### src/assert_macros.svh
// ----------------------------------------------------------------------------
// assert_macros.svh
// Concurrent assertion wrappers shared by the RTL; empty for synthesis.
// ----------------------------------------------------------------------------
`ifndef ASSERT_MACROS_SVH
`define ASSERT_MACROS_SVH

`ifndef SYNTHESIS

// Clocked check, masked while reset is asserted (reset is active low).
`define SBFD_ASSERT(lbl, clk, rst_n, prop, msg) \
    lbl: assert property (@(posedge clk) disable iff (!rst_n) prop) else $error(msg);

// Clocked check that also holds across reset.
`define SBFD_ASSERT_RST(lbl, clk, prop, msg) \
    lbl: assert property (@(posedge clk) prop) else $error(msg);

`else

`define SBFD_ASSERT(lbl, clk, rst_n, prop, msg)
`define SBFD_ASSERT_RST(lbl, clk, prop, msg)

`endif

`endif

### src/sbfd_pkg.sv
// ----------------------------------------------------------------------------
// sbfd_pkg
// Shared types and constants of the SBUS frame decoder.
// ----------------------------------------------------------------------------
package sbfd_pkg;

    localparam int CountWidthDef = 16;

    localparam int NumCh      = 16;
    localparam int ChIdxW     = 4;
    localparam int ChW        = 11;
    localparam int StoreBytes = 24;
    localparam int StoreW     = StoreBytes * 8;
    localparam int PosW       = 5;
    localparam int OutCntW    = 16;

    localparam logic [7:0] HdrByte = 8'h0F;
    localparam logic [7:0] FtrByte = 8'h00;
    localparam int LostBit = 2;
    localparam int FsBit   = 3;

    // Q16 gain and offset of the two scaling ranges
    localparam int GainW = 20;
    localparam int ProdW = ChW + GainW;
    localparam int SumW  = ProdW + 2;
    localparam int ScW   = 15;
    localparam logic [GainW-1:0]       GainNorm = GainW'(799257);
    localparam logic [GainW-1:0]       GainExt  = GainW'(960469);
    localparam logic signed [SumW-1:0] OfsNorm  = -SumW'(792863336);
    localparam logic signed [SumW-1:0] OfsExt   = -SumW'(982974464);
    localparam logic [SumW-1:0]        RndPos   = SumW'(32768);
    localparam logic [SumW-1:0]        RndNeg   = SumW'(32767);

    typedef enum logic [2:0] {
        S_IDLE,
        S_MUL,
        S_OFS,
        S_RND,
        S_ERR
    } t_state;

    typedef struct packed {
        logic mul_en;
        logic ofs_en;
        logic ext;
    } t_scale_ctl;

endpackage

### src/sbfd_scale.sv
// ----------------------------------------------------------------------------
// sbfd_scale
// Shared scaling unit: multiply by Q16 gain, add offset, round half away
// from zero. One step per enable; the rounded result is combinational.
// ----------------------------------------------------------------------------
module sbfd_scale
    import sbfd_pkg::*;
(
    input  logic                  i_clk,
    input  t_scale_ctl            i_ctl,
    input  logic [ChW-1:0]        i_raw,
    output logic signed [ScW-1:0] o_scaled
);

    logic [ProdW-1:0]       r_prod;
    logic signed [SumW-1:0] r_sum;
    logic [GainW-1:0]       w_gain;
    logic signed [SumW-1:0] w_ofs;
    logic signed [SumW-1:0] w_rnd;

    assign w_gain = i_ctl.ext ? GainExt : GainNorm;
    assign w_ofs  = i_ctl.ext ? OfsExt  : OfsNorm;

    always_ff @(posedge i_clk) begin
        if (i_ctl.mul_en) begin
            r_prod <= {{(ProdW-ChW){1'b0}}, i_raw} * {{(ProdW-GainW){1'b0}}, w_gain};
        end
        if (i_ctl.ofs_en) begin
            r_sum <= $signed({{(SumW-ProdW){1'b0}}, r_prod}) + w_ofs;
        end
    end

    // negative values: ceil((x - 32768) / 2^16) == (x + 32767) >>> 16
    assign w_rnd    = r_sum + $signed(r_sum[SumW-1] ? RndNeg : RndPos);
    assign o_scaled = w_rnd[16+ScW-1:16];

endmodule

### src/sbus_frame_decoder.sv
// ----------------------------------------------------------------------------
// sbus_frame_decoder: bytes 1 to 24 of a frame are shifted into a byte store.
// The 25th byte of a good frame runs 16 channels through the shared multiply /
// offset / round unit, one channel at a time in S_MUL, S_OFS and S_RND;
// a bad frame gives a single error item from S_ERR. Input stalls during that.
// Synchronous active-low reset clears counters, previous values, position,
// range select and output valid.
// ----------------------------------------------------------------------------
`include "assert_macros.svh"

module sbus_frame_decoder
    import sbfd_pkg::*;
#(
    parameter int COUNT_WIDTH = CountWidthDef
)
(
    input  logic                  i_clk,
    input  logic                  i_rst_n,
    input  logic                  i_cfg_we,
    input  logic                  i_cfg_wdata,
    input  logic                  i_in_valid,
    output logic                  o_in_stall,
    input  logic [7:0]            i_byte_value,
    input  logic                  i_frame_start,
    output logic                  o_out_valid,
    input  logic                  i_out_stall,
    output logic [ChIdxW-1:0]     o_channel_index,
    output logic [ChW-1:0]        o_raw_value,
    output logic signed [ScW-1:0] o_scaled_value,
    output logic                  o_changed,
    output logic                  o_frame_error,
    output logic                  o_failsafe,
    output logic                  o_frame_lost,
    output logic [OutCntW-1:0]    o_lost_frame_count,
    output logic [OutCntW-1:0]    o_error_count,
    output logic                  o_last
);

    t_state                   r_state, n_state;
    logic                     r_ext;
    logic [PosW-1:0]          r_pos;
    logic [StoreW-1:0]        r_sr;
    logic [ChW-1:0]           r_prev [NumCh];
    logic [ChIdxW-1:0]        r_ch;
    logic                     r_fs, r_lost;
    logic [COUNT_WIDTH-1:0]   r_lost_cnt, r_err_cnt;

    logic                     w_take_in, w_out_free;
    logic [PosW-1:0]          w_pos;
    logic                     w_final, w_good;
    logic [ChW-1:0]           w_raw;
    logic                     w_last_ch;
    logic                     w_load_ch, w_load_err;
    t_scale_ctl               w_ctl;
    logic signed [ScW-1:0]    w_scaled;
    logic [COUNT_WIDTH+OutCntW-1:0] w_lost_ext, w_err_ext;

    assign o_in_stall = (r_state != S_IDLE);
    assign w_take_in  = i_in_valid && !o_in_stall;
    assign w_out_free = !o_out_valid || !i_out_stall;

    // marked byte restarts the frame; an impossible position is taken as 0
    always_comb begin
        w_pos = i_frame_start ? '0 : r_pos;
        if (w_pos > PosW'(StoreBytes)) begin
            w_pos = '0;
        end
    end
    assign w_final = (w_pos == PosW'(StoreBytes));
    // after 24 bytes the store holds byte 0 in its low byte
    assign w_good  = (r_sr[7:0] == HdrByte) && (i_byte_value == FtrByte);

    // current channel sits at bits 8.. (byte 1 onward), shifted down per channel
    assign w_raw     = r_sr[8 +: ChW];
    assign w_last_ch = (r_ch == ChIdxW'(NumCh - 1));

    assign w_lost_ext = {{OutCntW{1'b0}}, r_lost_cnt};
    assign w_err_ext  = {{OutCntW{1'b0}}, r_err_cnt};

    sbfd_scale u_scale (
        .i_clk    (i_clk),
        .i_ctl    (w_ctl),
        .i_raw    (w_raw),
        .o_scaled (w_scaled)
    );

    // next state
    always_comb begin
        n_state = r_state;
        case (r_state)
            S_IDLE: begin
                if (w_take_in && w_final) begin
                    n_state = w_good ? S_MUL : S_ERR;
                end
            end
            S_MUL:  n_state = S_OFS;
            S_OFS:  n_state = S_RND;
            S_RND: begin
                if (w_out_free) begin
                    n_state = w_last_ch ? S_IDLE : S_MUL;
                end
            end
            S_ERR: begin
                if (w_out_free) begin
                    n_state = S_IDLE;
                end
            end
            default: n_state = S_IDLE;
        endcase
    end

    // sequencer outputs
    always_comb begin
        w_ctl.mul_en = 1'b0;
        w_ctl.ofs_en = 1'b0;
        w_ctl.ext    = r_ext;
        w_load_ch    = 1'b0;
        w_load_err   = 1'b0;
        case (r_state)
            S_MUL:   w_ctl.mul_en = 1'b1;
            S_OFS:   w_ctl.ofs_en = 1'b1;
            S_RND:   w_load_ch    = w_out_free;
            S_ERR:   w_load_err   = w_out_free;
            default: ;
        endcase
    end

    always_ff @(posedge i_clk) begin
        if (!i_rst_n) begin
            r_state    <= S_IDLE;
            r_ext      <= 1'b0;
            r_pos      <= '0;
            r_ch       <= '0;
            r_lost_cnt <= '0;
            r_err_cnt  <= '0;
            for (int i = 0; i < NumCh; i++) begin
                r_prev[i] <= '0;
            end
        end else begin
            r_state <= n_state;
            if (i_cfg_we) begin
                r_ext <= i_cfg_wdata;
            end
            if (w_take_in) begin
                if (w_final) begin
                    r_pos <= '0;
                    r_ch  <= '0;
                    if (!w_good) begin
                        r_err_cnt <= r_err_cnt + 1'b1;
                    end else if (r_sr[StoreW-8+LostBit]) begin
                        r_lost_cnt <= r_lost_cnt + 1'b1;
                    end
                end else begin
                    r_pos <= w_pos + 1'b1;
                end
            end
            if (w_load_ch) begin
                r_ch <= r_ch + 1'b1;
                // rotate so the next channel's previous value is at the head
                for (int i = 0; i < NumCh - 1; i++) begin
                    r_prev[i] <= r_prev[i+1];
                end
                r_prev[NumCh-1] <= w_raw;
            end
        end
    end

    // frame bytes and flags: payload, no reset
    always_ff @(posedge i_clk) begin
        if (w_take_in) begin
            if (w_final) begin
                r_fs   <= r_sr[StoreW-8+FsBit];
                r_lost <= r_sr[StoreW-8+LostBit];
            end else begin
                r_sr <= {i_byte_value, r_sr[StoreW-1:8]};
            end
        end else if (w_load_ch) begin
            r_sr <= {{ChW{1'b0}}, r_sr[StoreW-1:ChW]};
        end
    end

    // output register
    always_ff @(posedge i_clk) begin
        if (!i_rst_n) begin
            o_out_valid <= 1'b0;
        end else if (w_load_ch || w_load_err) begin
            o_out_valid <= 1'b1;
        end else if (!i_out_stall) begin
            o_out_valid <= 1'b0;
        end
    end

    always_ff @(posedge i_clk) begin
        if (w_load_ch) begin
            o_channel_index    <= r_ch;
            o_raw_value        <= w_raw;
            o_scaled_value     <= w_scaled;
            o_changed          <= (w_raw != r_prev[0]);
            o_frame_error      <= 1'b0;
            o_failsafe         <= r_fs;
            o_frame_lost       <= r_lost;
            o_lost_frame_count <= w_lost_ext[OutCntW-1:0];
            o_error_count      <= w_err_ext[OutCntW-1:0];
            o_last             <= w_last_ch;
        end else if (w_load_err) begin
            o_channel_index    <= '0;
            o_raw_value        <= '0;
            o_scaled_value     <= '0;
            o_changed          <= 1'b0;
            o_frame_error      <= 1'b1;
            o_failsafe         <= 1'b0;
            o_frame_lost       <= 1'b0;
            o_lost_frame_count <= w_lost_ext[OutCntW-1:0];
            o_error_count      <= w_err_ext[OutCntW-1:0];
            o_last             <= 1'b1;
        end
    end

    `SBFD_ASSERT_RST(a_reset_idle, i_clk, !i_rst_n |=> (r_state == S_IDLE) && !o_out_valid, "reset must leave sequencer idle and output empty")
    `SBFD_ASSERT(a_pos_range, i_clk, i_rst_n, r_pos <= PosW'(StoreBytes), "byte position out of range")
    `SBFD_ASSERT(a_err_item, i_clk, i_rst_n, o_out_valid && o_frame_error |-> o_last && (o_raw_value == '0) && (o_channel_index == '0), "error item malformed")
    `SBFD_ASSERT(a_last_done, i_clk, i_rst_n, w_load_ch && w_last_ch |=> (r_state == S_IDLE) && o_last, "last channel did not end the sequence")
    `SBFD_ASSERT(a_ch_order, i_clk, i_rst_n, w_load_ch && !w_last_ch |=> (r_ch == $past(r_ch) + 1'b1) && (r_state == S_MUL), "channel sequence out of order")

endmodule
### config.mk
export PLATFORM = sky130hd
export DESIGN_NAME = sbus_frame_decoder
export DESIGN_NICKNAME = d
export VERILOG_FILES = /design/src/sbfd_pkg.sv /design/src/sbfd_scale.sv /design/src/sbus_frame_decoder.sv
export VERILOG_INCLUDE_DIRS = /design/src /design/src/src
export SDC_FILE = /design/constraint.sdc
export NUM_CORES = 1
export LEC_CHECK = 0
export BUFFER_PORTS_ARGS = -buffer_cell sky130_fd_sc_hd__clkbuf_2
export CORE_MARGIN = 2
export CORE_UTILIZATION = 38
export CTS_CLUSTER_DIAMETER = 80
export CTS_CLUSTER_SIZE = 8
export DETAILED_ROUTE_END_ITERATION = 12
export SYNTH_ARGS = -nofsm -noshare
export SYNTH_HDL_FRONTEND = slang
export SYNTH_SLANG_ARGS = --single-unit
### constraint.sdc
create_clock -name i_clk -period 17.1 [get_ports i_clk]
set_input_delay 4.275 -clock i_clk [delete_from_list [all_inputs] [get_ports i_clk]]
set_output_delay 4.275 -clock i_clk [all_outputs]
set_load 0.05 [all_outputs]
# After elaboration in Yosys (flattened, before gate mapping)
# Memories as Yosys holds them, arrays and structs flattened.
# Cells that the tools add are included.
[op_classes] reduce_logical=20 addsub=6 bitwise_logic=17 n_mux=60 multipliers=1 n_eq_ne=13 n_lt_le_gt_ge=1
[ops] cell="two-way mux 192 bit" n=3
[ops] cell="two-way mux 11 bit" n=18
[ops] cell="two-way mux 16 bit" n=5
[ops] cell="adder 32 x 33 -> 33 bit" n=1
[ops] cell="adder 16 x 1 -> 16 bit (second input constant)" n=2
[ops] cell="adder 31 bit" n=1
[ops] cell="multiplier 11 x 20 -> 31 bit" n=1
[ops] cell="two-way mux 15 bit" n=2
[ops] cell="two-way mux 29 bit" n=1
[ops] cell="two-way mux 4 bit" n=5
[ops] cell="two-way mux 18 bit" n=1
[ops] cell="two-way mux 1 bit" n=17
[ops] cell="bitwise OR 1 bit" n=16
[ops] cell="two-way mux 5 bit" n=3
[ops] cell="one-hot mux 3 bit (5 select lines)" n=1
[ops] cell="two-way mux 3 bit" n=4
[ops] cell="inequality test 11 bit" n=1
[ops] cell="== test 8 x 4 -> 1 bit (second input constant)" n=1
[ops] cell="logical NOT 8 bit" n=1
[ops] cell="inequality test 2 bit (second input constant)" n=4
[ops] cell="== test 3 x 2 -> 1 bit (second input constant)" n=2
[ops] cell="AND reduction 2 bit" n=3
[ops] cell="AND reduction 3 bit" n=2
[ops] cell="nonzero test 2 bit" n=3
[ops] cell="other kinds (15)" n=20
[word_totals] reg_bits=371 mem_count=1 mem_bits_rw=176 in_bits=15 out_inout_bits=69 wordCells=141
[memory_table] memory="r_prev" depth=16 word_bits=11 rd=16 rd_ports_with_merged_regs=0 wr=16 line="sbus_frame_decoder.sv:43" source="logic [ChW-1:0] r_prev [NumCh];"

# Depth between registers and ports, before layout
# Gate-level depths: netlist (run 1).
[depth] depth_word=7 depth_mapped=22 ltp_nobuf=20

# By module
# A second synthesis (run 1) with hierarchy kept.
[hier_totals] cells_unflattened=2517 hier_area_um2=28423.5
[by_module_without_submodules] mod="sbus_frame_decoder" seq_area_each_um2=14033.5 area_per_inst_um2=19607.6 cells_per_inst=1611 instances=1
[by_module_without_submodules] mod="sbfd_scale" seq_area_each_um2=1891.8 area_per_inst_um2=8816.0 cells_per_inst=906 instances=1

# Worst setup path before layout (run 1)
# Ideal clock, no wire load.
[synth_path] path_kind="input-to-reg" from="in i_frame_start" to="reg r_sr[0], enable pin" setup_ns=0.560 t_arrival_ns=9.354 stages=6 path_slack_ns=7.186 path_buffers=1 required_time_ns=16.540 cell_sequence="or3b_2 > clkbuf_1 > ha_1 > nand4b_4 > nand2_1 > nand2_1"
[synth_between] elab_chain_len=6
[synth_lines] element="start: declaration" line="sbus_frame_decoder.sv:24" source="input logic i_frame_start,"
[synth_lines] element="two-way mux 5 bit *" line="sbus_frame_decoder.sv:64" source="w_pos = i_frame_start ? '0 : r_pos;"
[synth_lines] element="> comparator 5 bit" line="sbus_frame_decoder.sv:65" source="if (w_pos > PosW'(StoreBytes)) begin"
[synth_lines] element="two-way mux 5 bit *" line="sbus_frame_decoder.sv:65"
[synth_lines] element="== test 5 bit *" line="sbus_frame_decoder.sv:69" source="assign w_final = (w_pos == PosW'(StoreBytes));"
[synth_lines] element="inequality test 2 bit (no source line) *"
[synth_lines] element="AND reduction 2 bit (no source line) *"
[synth_lines] element="end signal: assignment" line="sbus_frame_decoder.sv:175" source="r_sr <= {i_byte_value, r_sr[StoreW-1:8]};"
[synth_lines] element="end signal: assignment" line="sbus_frame_decoder.sv:178" source="r_sr <= {{ChW{1'b0}}, r_sr[StoreW-1:ChW]};"
[synth_lines] element="end: declaration" line="sbus_frame_decoder.sv:42" source="logic [StoreW-1:0] r_sr;"
# Every way passes the cells marked *; elsewhere a longest branch is shown, timed or not.
# A chain may end at the register's enable or synchronous reset.

# Worst setup path in the final report (run 1)
[layout_path] from="in i_in_valid" to="reg r_sr[71], enable pin"
[layout_between] elab_chain_len=3 elab_cells_between_ends=4 classes_between="eq/ne (1); reduce/logical (3)"
[layout_lines] element="start: declaration" line="sbus_frame_decoder.sv:21" source="input logic i_in_valid,"
[layout_lines] element="logical AND 1 bit *" line="sbus_frame_decoder.sv:59" source="assign w_take_in = i_in_valid && !o_in_stall;"
[layout_lines] element="inequality test 2 bit (no source line) or nonzero test 2 bit (tied branches)"
[layout_lines] element="AND reduction 2 bit (no source line) *"
# Marks and branches as above.

==> flow_metrics.tcl, run 1 <==
set metrics [dict create \
    fillers 6712 \
    grt_pass1_vias 17274 \
    drtIter0Drc 1423 \
    fin_ws_ps 9440 \
    dr_wl_met3_mm 2.42 \
    clkPwrFrac_pct 26.3 \
    hpwl_mm 35.7 \
    antenna_cells 0 \
    swShare_pct 35.5 \
    cts_resized 0 \
    ys_warn_count 0 \
    synth_top_cell_area_share_pct 53.9 \
    grt_max_degree 124 \
    power_uw 5480 \
    crit_arrival_ps 7900 \
    end_kind "flop" \
    yosysSeqAreaShare_pct 57.3 \
    synth_cells 2423 \
    htreeDepth 3 \
    vias 17222 \
    synth.distinct_cells 71 \
    dr_wl_met2_mm 26.5 \
    nets 2767 \
    post_cts_buffers 0 \
    drtAntennaViolNets 0 \
    fp-row-count 99 \
    tightestPinTransition_ps 1120 \
    area_delta_synth_final_pct 13.5 \
    p_comb_share_pct 40.3 \
    die_x_um 274 \
    coreArea_um2 72700 \
    p_leak_uw 0.0135 \
    tritoncts "done" \
    drv_cap 0 \
    wl_mm 54.7 \
    pwr_density_cell_nw_per_um2 174 \
    grt_use_total_pct 14.7 \
    async_reset_ff_share_pct 0 \
    gp_congestion 0.859 \
    final-max-slew-violation-count 0 \
    timing.final.crit_share_pct 44.8 \
    seqPwrFrac_pct 33.5 \
    root_buffer "clkbuf_16" \
    wl_met1_mm 24.2 \
    fmax_ghz 0.130 \
    critical_path_class "in -> reg" \
    setup_viol 0 \
    firstDrtPassIters 5 \
    io-pin-count 84 \
    yosys-top-cells-area "edfxtp_1 54%, nand2_1 8.2%, fa_1 7.2%" \
    cts_hold_buf 0 \
    path_clk_slew_ps 50 \
    intPower_uw 3540 \
    grt_first_pass_wirelength_mm 88.5 \
    synth-edff-count 499 \
    path_max_fanout 98 \
    die_h_um 274 \
    dieArea_um2 75300 \
    post-place-ws_ps 8750 \
    synth_area_per_cell_um2 11.5 \
    synth_top_area_cell "edfxtp_1" \
    worstPathRequired_ps 17340 \
    drive_above_1_share_pct 8.52 \
    numCtsBuffers 80 \
    holdWs_ps 417 \
    gr-total-overflow 0 \
    hp-class "reg -> reg" \
    start_util_pct 38.2 \
    skew_ps 23.8 \
    min_period_ps 7660 \
    clk_path_buf_depth 3 \
    dr.max_layer_used "met4" \
    synth-main-ff-cell "edfxtp_1" \
    maxSlewHeadroom_pct 25.0 \
    antenna_found_initial 1 \
    clkLatencyLatePin_ps 620 \
    hold_violations 0 \
    synth_seq_cells 546 \
    status "complete, no violations" \
    netlist_area_um2 27800 \
    drcViolationCount 0 \
    ir_drop_mv 0.123 \
    critPathLaunchType "input pin" \
    avgViaCountPerCell 4.90 \
    tns_ps 0 \
    port_buffers 83 \
    wire_per_inst_um 15.5 \
    clock-sinks 546 \
    switching_power_uw 1940 \
    rsz0062_at_grt "no" \
]
==> layout make-up <==
cell class	count	area, µm²	area share, %
Inverter	204	766	2.43
Clock inverter	12	154	0.488
Multi-Input combinational cell	1581	10800	34.2
Clock buffer	113	2140	6.78
Timing Repair Buffer	102	561	1.78
Sequential cell	546	15900	50.5
Tap cell	959	1200	3.81
==> cells by family after synthesis <==
logic type / after synthesis / share of synthesized area [%]
flops: 546 / 57.3
other cells: 2 / 0.0270
simple gates: 1048 / 17.8
xor+xnor: 101 / 3.18
compound gates: 184 / 4.11
fa+ha+maj: 237 / 13.4
mux: 4 / 0.144
buf+inv: 301 / 4.08
==> flip-flops by register name (all words and copies together), names as in the netlist, 3 cells and up <==
signal and cells:
o_channel_index 4, o_error_count 16, u_scale.r_sum 32, r_pos 5, r_err_cnt 16, r_ch 4, r_prev 176, r_state 3
o_scaled_value 15, o_raw_value 11, r_lost_cnt 16, u_scale.r_prod 31, r_sr 192, o_lost_frame_count 16
==> per-stage QoR <==
step | instances | cell area [µm²] | util, %
after floorplan | 2428 | 27800 | -
after global placement | 3392 | 29200 | 40.2
after detailed placement | 3392 | 29200 | 40.2
after CTS | 3517 | 31500 | 43.4
after global routing | 3517 | 31500 | 43.4
final | 3517 | 31500 | 43.4
==> worst max-delay path, stage by stage <==
cell and delay (ps):
clkbuf_2 140, nor4b_4 200, buf_4 740, nand2_1 210, nand2_4 690, buf_4 790, buf_4 730
==> layout by cell type (no fill, tap or decap), types with 21 or more instances in the layout <==
cell type  count
nor2_1        70
nand2_1      602
nor3_1        21
a21oi_1       44
inv_1        201
edfxtp_1     499
clkbuf_1      32
clkbuf_16     80
and3_1       130
o21ai_0       59
and2_1       106
fa_1         100
xnor2_1       71
clkbuf_2      82
nand3_1       21
dfxtp_1       47
ha_1         137
xor2_1        30
==> cell usage after synthesis, types with 3 or more instances <==
cell type	instances
nand2b_1	9
o21bai_1	7
or3_1	8
a21o_1	13
clkbuf_1	94
nand3_1	21
o211ai_1	6
inv_1	201
a21boi_0	7
a31oi_1	17
and3_1	130
dfxtp_1	47
nor3_1	22
nand2_1	604
o211a_1	3
o21a_1	4
nor2b_1	20
nor2_1	72
nor4_1	6
nand4_1	20
a211oi_1	4
clkinv_1	3
xnor2_1	71
xor2_1	30
or2_2	3
o21ai_0	59
fa_1	100
a21oi_1	44
mux2i_1	4
edfxtp_1	499
ha_1	137
and2_1	106
==> path summary, 6_finish.rpt <==
path	start	end	slack [ps]	depth (start not counted)
hold / removal	u_scale.r_prod[1]	u_scale.r_sum[1]	420	0
setup / recovery	i_in_valid	r_sr[71]	9440	7
hold reg to reg	u_scale.r_prod[1]	u_scale.r_sum[1]	420	0
setup reg to reg	r_ext	u_scale.r_prod[24]	10310	19
==> layer usage <==
layer  vias to the layer above  global-route usage, %
met3                       107                   2.44
met1                      8348                   19.3
li1                       8412                      -
met2                       355                   24.5
met5                         -                      0
met4                         0                   5.11
==> power by group through the flow <==
stage	clock network, µW	logic (µW)	registers [µW]
floorplan	0	1730	1850
global placement	0	2130	1850
detailed placement	0	2200	1860
CTS	1480	2210	1830
global route	1530	2530	1850
finish	1440	2210	1830
Note: power is estimated with default switching activity, not from simulation.
==> run 2, diff against run 1 <==
==> constraint.sdc (replaced) <==
create_clock -name i_clk -period 7.75 [get_ports i_clk]
set_input_delay 1.9375 -clock i_clk [delete_from_list [all_inputs] [get_ports i_clk]]
set_output_delay 1.9375 -clock i_clk [all_outputs]
set_load 0.05 [all_outputs]
==> run 2 against run 1 <==
Effect of this change: register-to-register slack lost 9000 ps; setup slack worse by 8100 ps; global-route usage increased by 0.15 points; critical path depth up 11; sequential share of layout area shrank 0.086 points; critical path type is now reg -> reg; largest cell class unchanged; largest power group unchanged; highest routed layer is now met5.
==> flow_metrics.tcl, run 2 (synthesized netlist as in run 1, its figures left out) <==
set metrics [dict create \
    status "complete, no violations" \
    top_register "r_sr" \
    port_buffers 83 \
    largest_register_ffs 192 \
    critPathBufInv 3 \
    final-max-slew-violation-count 0 \
    cts_hold_buf 0 \
    io-pin-count 84 \
    grt_max_degree 198 \
    wire_per_inst_um 15.7 \
    slowest_stage "edfxtp_1" \
    nets 2764 \
    path_clk_slew_ps 50 \
    cp_top_family "adder cells" \
    min_period_ps 6420 \
    drv_cap 0 \
    final_util_pct 43.4 \
    start_util_pct 38.2 \
    tightestPinTransition_ps 1160 \
    root_buffer "clkbuf_16" \
    tns_ps 0 \
    dieArea_um2 75300 \
    gp_congestion 0.869 \
    coreArea_um2 72700 \
    final_cell_mix "602 x nand2_1, 499 x edfxtp_1, 201 x inv_1" \
    antenna_found_initial 1 \
    skew_ps 32.0 \
    hp-class "reg -> reg" \
    hold_violations 0 \
    die_x_um 274 \
    grt_pass1_vias 17065 \
    ir_drop_mv 0.372 \
    fmax_ghz 0.156 \
    setup_viol 0 \
    crit_chain "clkinv_1, xnor2_1, nor2_1, ha_1, nand2b_1, fa_1, fa_1, fa_1, inv_1, fa_1, inv_1, ha_1, a211o_1, o311ai_0, or4_1, o311a_1, nor2b_1, xnor2_1" \
    crit_arrival_ps 6750 \
    cts_resized 0 \
    drive_above_1_share_pct 8.33 \
    numCtsBuffers 79 \
    end_kind "flop" \
    gr-total-overflow 0 \
    critical_path_class "reg -> reg" \
    area_delta_synth_final_pct 13.7 \
    firstDrtPassIters 7 \
    htreeDepth 3 \
    reg_top3 "r_sr: 192 flops, r_prev: 176 flops, u_scale.r_sum: 32 flops" \
    maxSlewHeadroom_pct 22.6 \
    path_max_fanout 8 \
    drtAntennaViolNets 0 \
    worstPathRequired_ps 8090 \
    clkLatencyLatePin_ps 610 \
    timing.final.crit_share_pct 82.8 \
    vias 16965 \
    die_h_um 274 \
    grt_use_total_pct 14.8 \
    avgViaCountPerCell 4.82 \
    final_common_cell "nand2_1" \
    rsz0062_at_grt "no" \
    pwr_density_cell_nw_per_um2 382 \
    fp-row-count 99 \
    critPathLaunchType "flop" \
    drtIter0Drc 1346 \
    clk_path_buf_depth 3 \
    tritoncts "done" \
    max_stage_delay_ps 640 \
    wl_mm 55.3 \
    antenna_cells 0 \
    clock-sinks 546 \
    p_leak_uw 0.0135 \
    post_cts_buffers 0 \
    drcViolationCount 0 \
    holdWs_ps 409 \
    crit_top_cell "fa_1" \
    grt_first_pass_wirelength_mm 89.2 \
    hpwl_mm 36.6 \
]
[run 2: cell types whose count changed in the layout (fill, tap and decap cells not counted), sizes merged]
cell and delta:
clkbuf +7, bufinv +1, buf -2, clkinv -3
inv -3
[run 2: path summary, 6_finish.rpt]
path / startpoint / to / slack [ps] / cells after the start
min: u_scale.r_prod[2] / u_scale.r_sum[2] / 410 / 0
max: r_sr[17] / u_scale.r_prod[26] / 1330 / 18
max reg2reg: r_sr[17] / u_scale.r_prod[26] / 1330 / 18
min reg2reg: u_scale.r_prod[2] / u_scale.r_sum[2] / 410 / 0
[run 2: metal layers]
metal | vias to the layer above | track usage [%] | share of wire, %
met2 | 278 | 24.2 | 48
li1 | 8402 | - | -
met5 | - | 0 | 0.014
met1 | 8185 | 20.0 | 46
met3 | 98 | 2.71 | 3.9
met4 | 2 | 4.83 | 2.2
[run 2: cell type report]
type	count	area, µm²
Sequential cell	546	15900
Multi-Input combinational cell	1581	10800
Fill cell	6683	41100
Clock buffer	120	2200
Inverter	204	766
Clock inverter	7	116
Timing Repair Buffer	100	583
Tap cell	959	1200
[run 2: stage by stage]
stage,setup WS (ps),total power (µW),cells,instance area (µm²)
floorplan,174,7890,2428,27800
global placement,1520,8860,3390,29300
detailed placement,1380,8920,3390,29300
CTS,1330,12200,3517,31600
global route,980,13000,3517,31600
finish,1330,12100,3517,31600
[run 2: power breakdown]
part | internal [µW] | leakage, µW | switching [µW]
clock | 1980 | 0.00111 | 1230
combinational | 2030 | 0.00720 | 2800
sequential | 3860 | 0.00522 | 178
[run 2: worst reg2reg max path, cell delays in order (launching register included)]
cell and delay, ps:
edfxtp_1 640, clkinv_1 440, xnor2_1 420, nor2_1 120, ha_1 180, nand2b_1 160, fa_1 510, fa_1 520
fa_1 550, inv_1 50, fa_1 530, inv_1 40, ha_1 390, a211o_1 300, o311ai_0 520, or4_1 200
o311a_1 260, nor2b_1 220, xnor2_1 80
==> run 3, diff against run 2 <==
--- a/config.mk
+++ b/config.mk
@@ -6,6 +6,7 @@
 export SDC_FILE = /design/constraint.sdc
 export NUM_CORES = 1
 export LEC_CHECK = 0
+export ABC_AREA = 1
 export BUFFER_PORTS_ARGS = -buffer_cell sky130_fd_sc_hd__clkbuf_2
 export CORE_MARGIN = 2
 export CORE_UTILIZATION = 38
==> constraint.sdc (replaced) <==
create_clock -name i_clk -period 5.3 [get_ports i_clk]
set_input_delay 1.325 -clock i_clk [delete_from_list [all_inputs] [get_ports i_clk]]
set_output_delay 1.325 -clock i_clk [all_outputs]
set_load 0.05 [all_outputs]
==> run 3 against run 2 <==
Effect of this change: design area is 8.6% higher; total power grew 52%; core utilization is 0.68 points higher; non-clock buffer count rose by 35; clock skew is 0.73 ps higher; largest cell class unchanged.
==> flow_metrics.tcl, run 3 <==
set metrics [dict create \
    intPower_uw 11100 \
    nets 3623 \
    final_common_cell "nand2_1" \
    area_delta_synth_final_pct 14.4 \
    htreeDepth 3 \
    top_register "r_sr" \
    hp-class "reg -> reg" \
    final_cell_mix "1007 x nand2_1, 566 x inv_1, 499 x edfxtp_1" \
    gr-total-overflow 0 \
    tightestPinTransition_ps 996 \
    die_x_um 285 \
    reg_top3 "r_sr: 192 flops, r_prev: 176 flops, u_scale.r_sum: 32 flops" \
    multi_input_area_um2 11700 \
    seq_area_um2 15900 \
    largest_register_ffs 192 \
    cts_hold_buf 0 \
    synth_commonest_cells "1014 x nand2_1, 568 x inv_1, 499 x edfxtp_1" \
    dieArea_um2 81100 \
    crit_chain "buf_4, nand2_1, nand2_1, inv_1, o21ai_0, inv_1, ha_1, fa_1, fa_1, fa_1, inv_1, fa_1, inv_1, ha_4, nand2_1, nor2_2, inv_1, nor2_1, nand4_1, nand3_1, nand2_1, inv_1, nor2_1" \
    final-max-slew-violation-count 0 \
    antenna_found_initial 0 \
    status "complete, no violations" \
    synth_cells 3230 \
    clock-sinks 546 \
    root_buffer "clkbuf_16" \
    drtIter0Drc 1342 \
    synth_top_cell_area_share_pct 50.0 \
    swShare_pct 39.4 \
    critPathBufInv 7 \
    seqPwrFrac_pct 31.3 \
    slowest_stage "fa_1" \
    vias 20844 \
    p_leak_uw 0.0156 \
    p_comb_share_pct 43.3 \
    drcViolationCount 0 \
    start_util_pct 38.5 \
    drtAntennaViolNets 0 \
    path_clk_slew_ps 50 \
    worstPathRequired_ps 5670 \
    synth-main-ff-cell "edfxtp_1" \
    setup_viol 0 \
    fmax_ghz 0.199 \
    critical_path_class "reg -> reg" \
    synth.distinct_cells 44 \
    holdWs_ps 421 \
    grt_max_degree 184 \
    switching_power_uw 7220 \
    synth_seq_cells 546 \
    drive_above_1_share_pct 8.53 \
    synth_area_per_cell_um2 9.28 \
    rsz0062_at_grt "no" \
    skew_ps 32.8 \
    grt_pass1_vias 20308 \
    grt_first_pass_wirelength_mm 105 \
    critPathLaunchType "flop" \
    firstDrtPassIters 7 \
    crit_arrival_ps 5390 \
    end_kind "flop" \
    yosysSeqAreaShare_pct 53.2 \
    yosys-top-cells-area "edfxtp_1 50%, nand2_1 13%, inv_1 7.1%" \
    netlist_area_um2 30000 \
    clkLatencyLatePin_ps 640 \
    wire_per_inst_um 14.6 \
    synth-simple-area-share_pct 20.1 \
    avgViaCountPerCell 4.68 \
    die_h_um 285 \
    synth-xor-area-share_pct 2.22 \
    yosysMostFrequentCell "nand2_1" \
    path_max_fanout 4 \
    numCtsBuffers 79 \
    tritoncts "done" \
    drv_cap 0 \
    final_util_pct 44.1 \
    hpwl_mm 46.2 \
    grt_use_total_pct 16.0 \
    crit_top_cell "inv_1" \
    clkPwrFrac_pct 25.3 \
    ys_warn_count 0 \
    wl_mm 64.9 \
    coreArea_um2 77700 \
    synth_top_family_by_area "simple AND/OR/NAND/NOR gates" \
    fillers 7432 \
    gp_congestion 0.902 \
    synth_top_area_cell "edfxtp_1" \
    io-pin-count 84 \
    placed_area_um2 31900 \
    fp-row-count 102 \
    async_reset_ff_share_pct 0 \
    antenna_cells 0 \
    synth_mux_area_share_pct 0 \
    port_buffers 83 \
    design_area_um2 34300 \
    ir_drop_mv 0.556 \
    maxSlewHeadroom_pct 33.4 \
    min_period_ps 5020 \
    max_stage_delay_ps 550 \
    clk_path_buf_depth 3 \
    pwr_density_cell_nw_per_um2 534 \
    synth_compound_area_share_pct 3.70 \
    synth-edff-count 499 \
    hold_violations 0 \
    synthAdderAreaFrac_pct 12.4 \
    timing.final.crit_share_pct 94.8 \
    cp_top_family "adder cells" \
]
[run 3: logic make-up after synthesis]
| logic type | Yosys count |
|---|---|
| AND/OR/NAND/NOR | 1511 |
| buffers and inverters | 654 |
| flip-flops | 546 |
| adder cells (fa/ha/maj) | 237 |
| AO/OA/AOI/OAI | 204 |
| XOR/XNOR | 76 |
| other | 2 |
[run 3: path summary, 6_finish.rpt]
| kind | start | to | slack, ps | cells past startpoint |
|---|---|---|---|---|
| max | r_sr[17] | u_scale.r_prod[22] | 280 | 23 |
| min | u_scale.r_prod[1] | u_scale.r_sum[1] | 420 | 0 |
| max reg2reg | r_sr[17] | u_scale.r_prod[22] | 280 | 23 |
| min reg2reg | u_scale.r_prod[1] | u_scale.r_sum[1] | 420 | 0 |
[run 3: final cells by class]
class | count | area share, %
inverter | 574 | 6.35
multi-input combinational | 2035 | 34.1
sequential | 546 | 46.5
timing repair buffer | 135 | 2.57
clock inverter | 9 | 0.540
tap | 1040 | 3.80
clock buffer | 114 | 6.15
[run 3: power by group through the flow]
stage          combinational [µW]  clock (µW)  sequential (µW)
2_1_floorplan                5470           0             5780
3_3_place_gp                 7620           0             5810
3_5_place_dp                 7620           0             5810
4_1_cts                      7670        4770             5740
5_1_grt                      9030        4940             5780
6_report                     7930        4640             5740
[run 3: what timing repair did]
action,4_1_cts,5_1_grt
resized for setup,0,25
setup endpoints to repair,0,15
buffers inserted,0,0
[run 3: routing by layer]
layer	routed length, µm	global-route usage (%)	up-vias	part of all wire [%]
met1	30700	22.0	9863	47
met2	29500	25.6	401	45
li1	-	-	10477	-
met4	1450	4.76	0	2.2
met3	3280	3.28	103	5.1
met5	0	0	-	0
[run 3: stage by stage]
step	worst slack, ps	power (µW)	instances	TNS [ps]
6_report	276	18300	4453	0
5_1_grt	2.43	19700	4453	0
2_1_floorplan	-403	11200	3235	-77330
4_1_cts	58.4	18200	4453	0
3_3_place_gp	189	13400	4330	0
3_5_place_dp	133	13400	4330	0
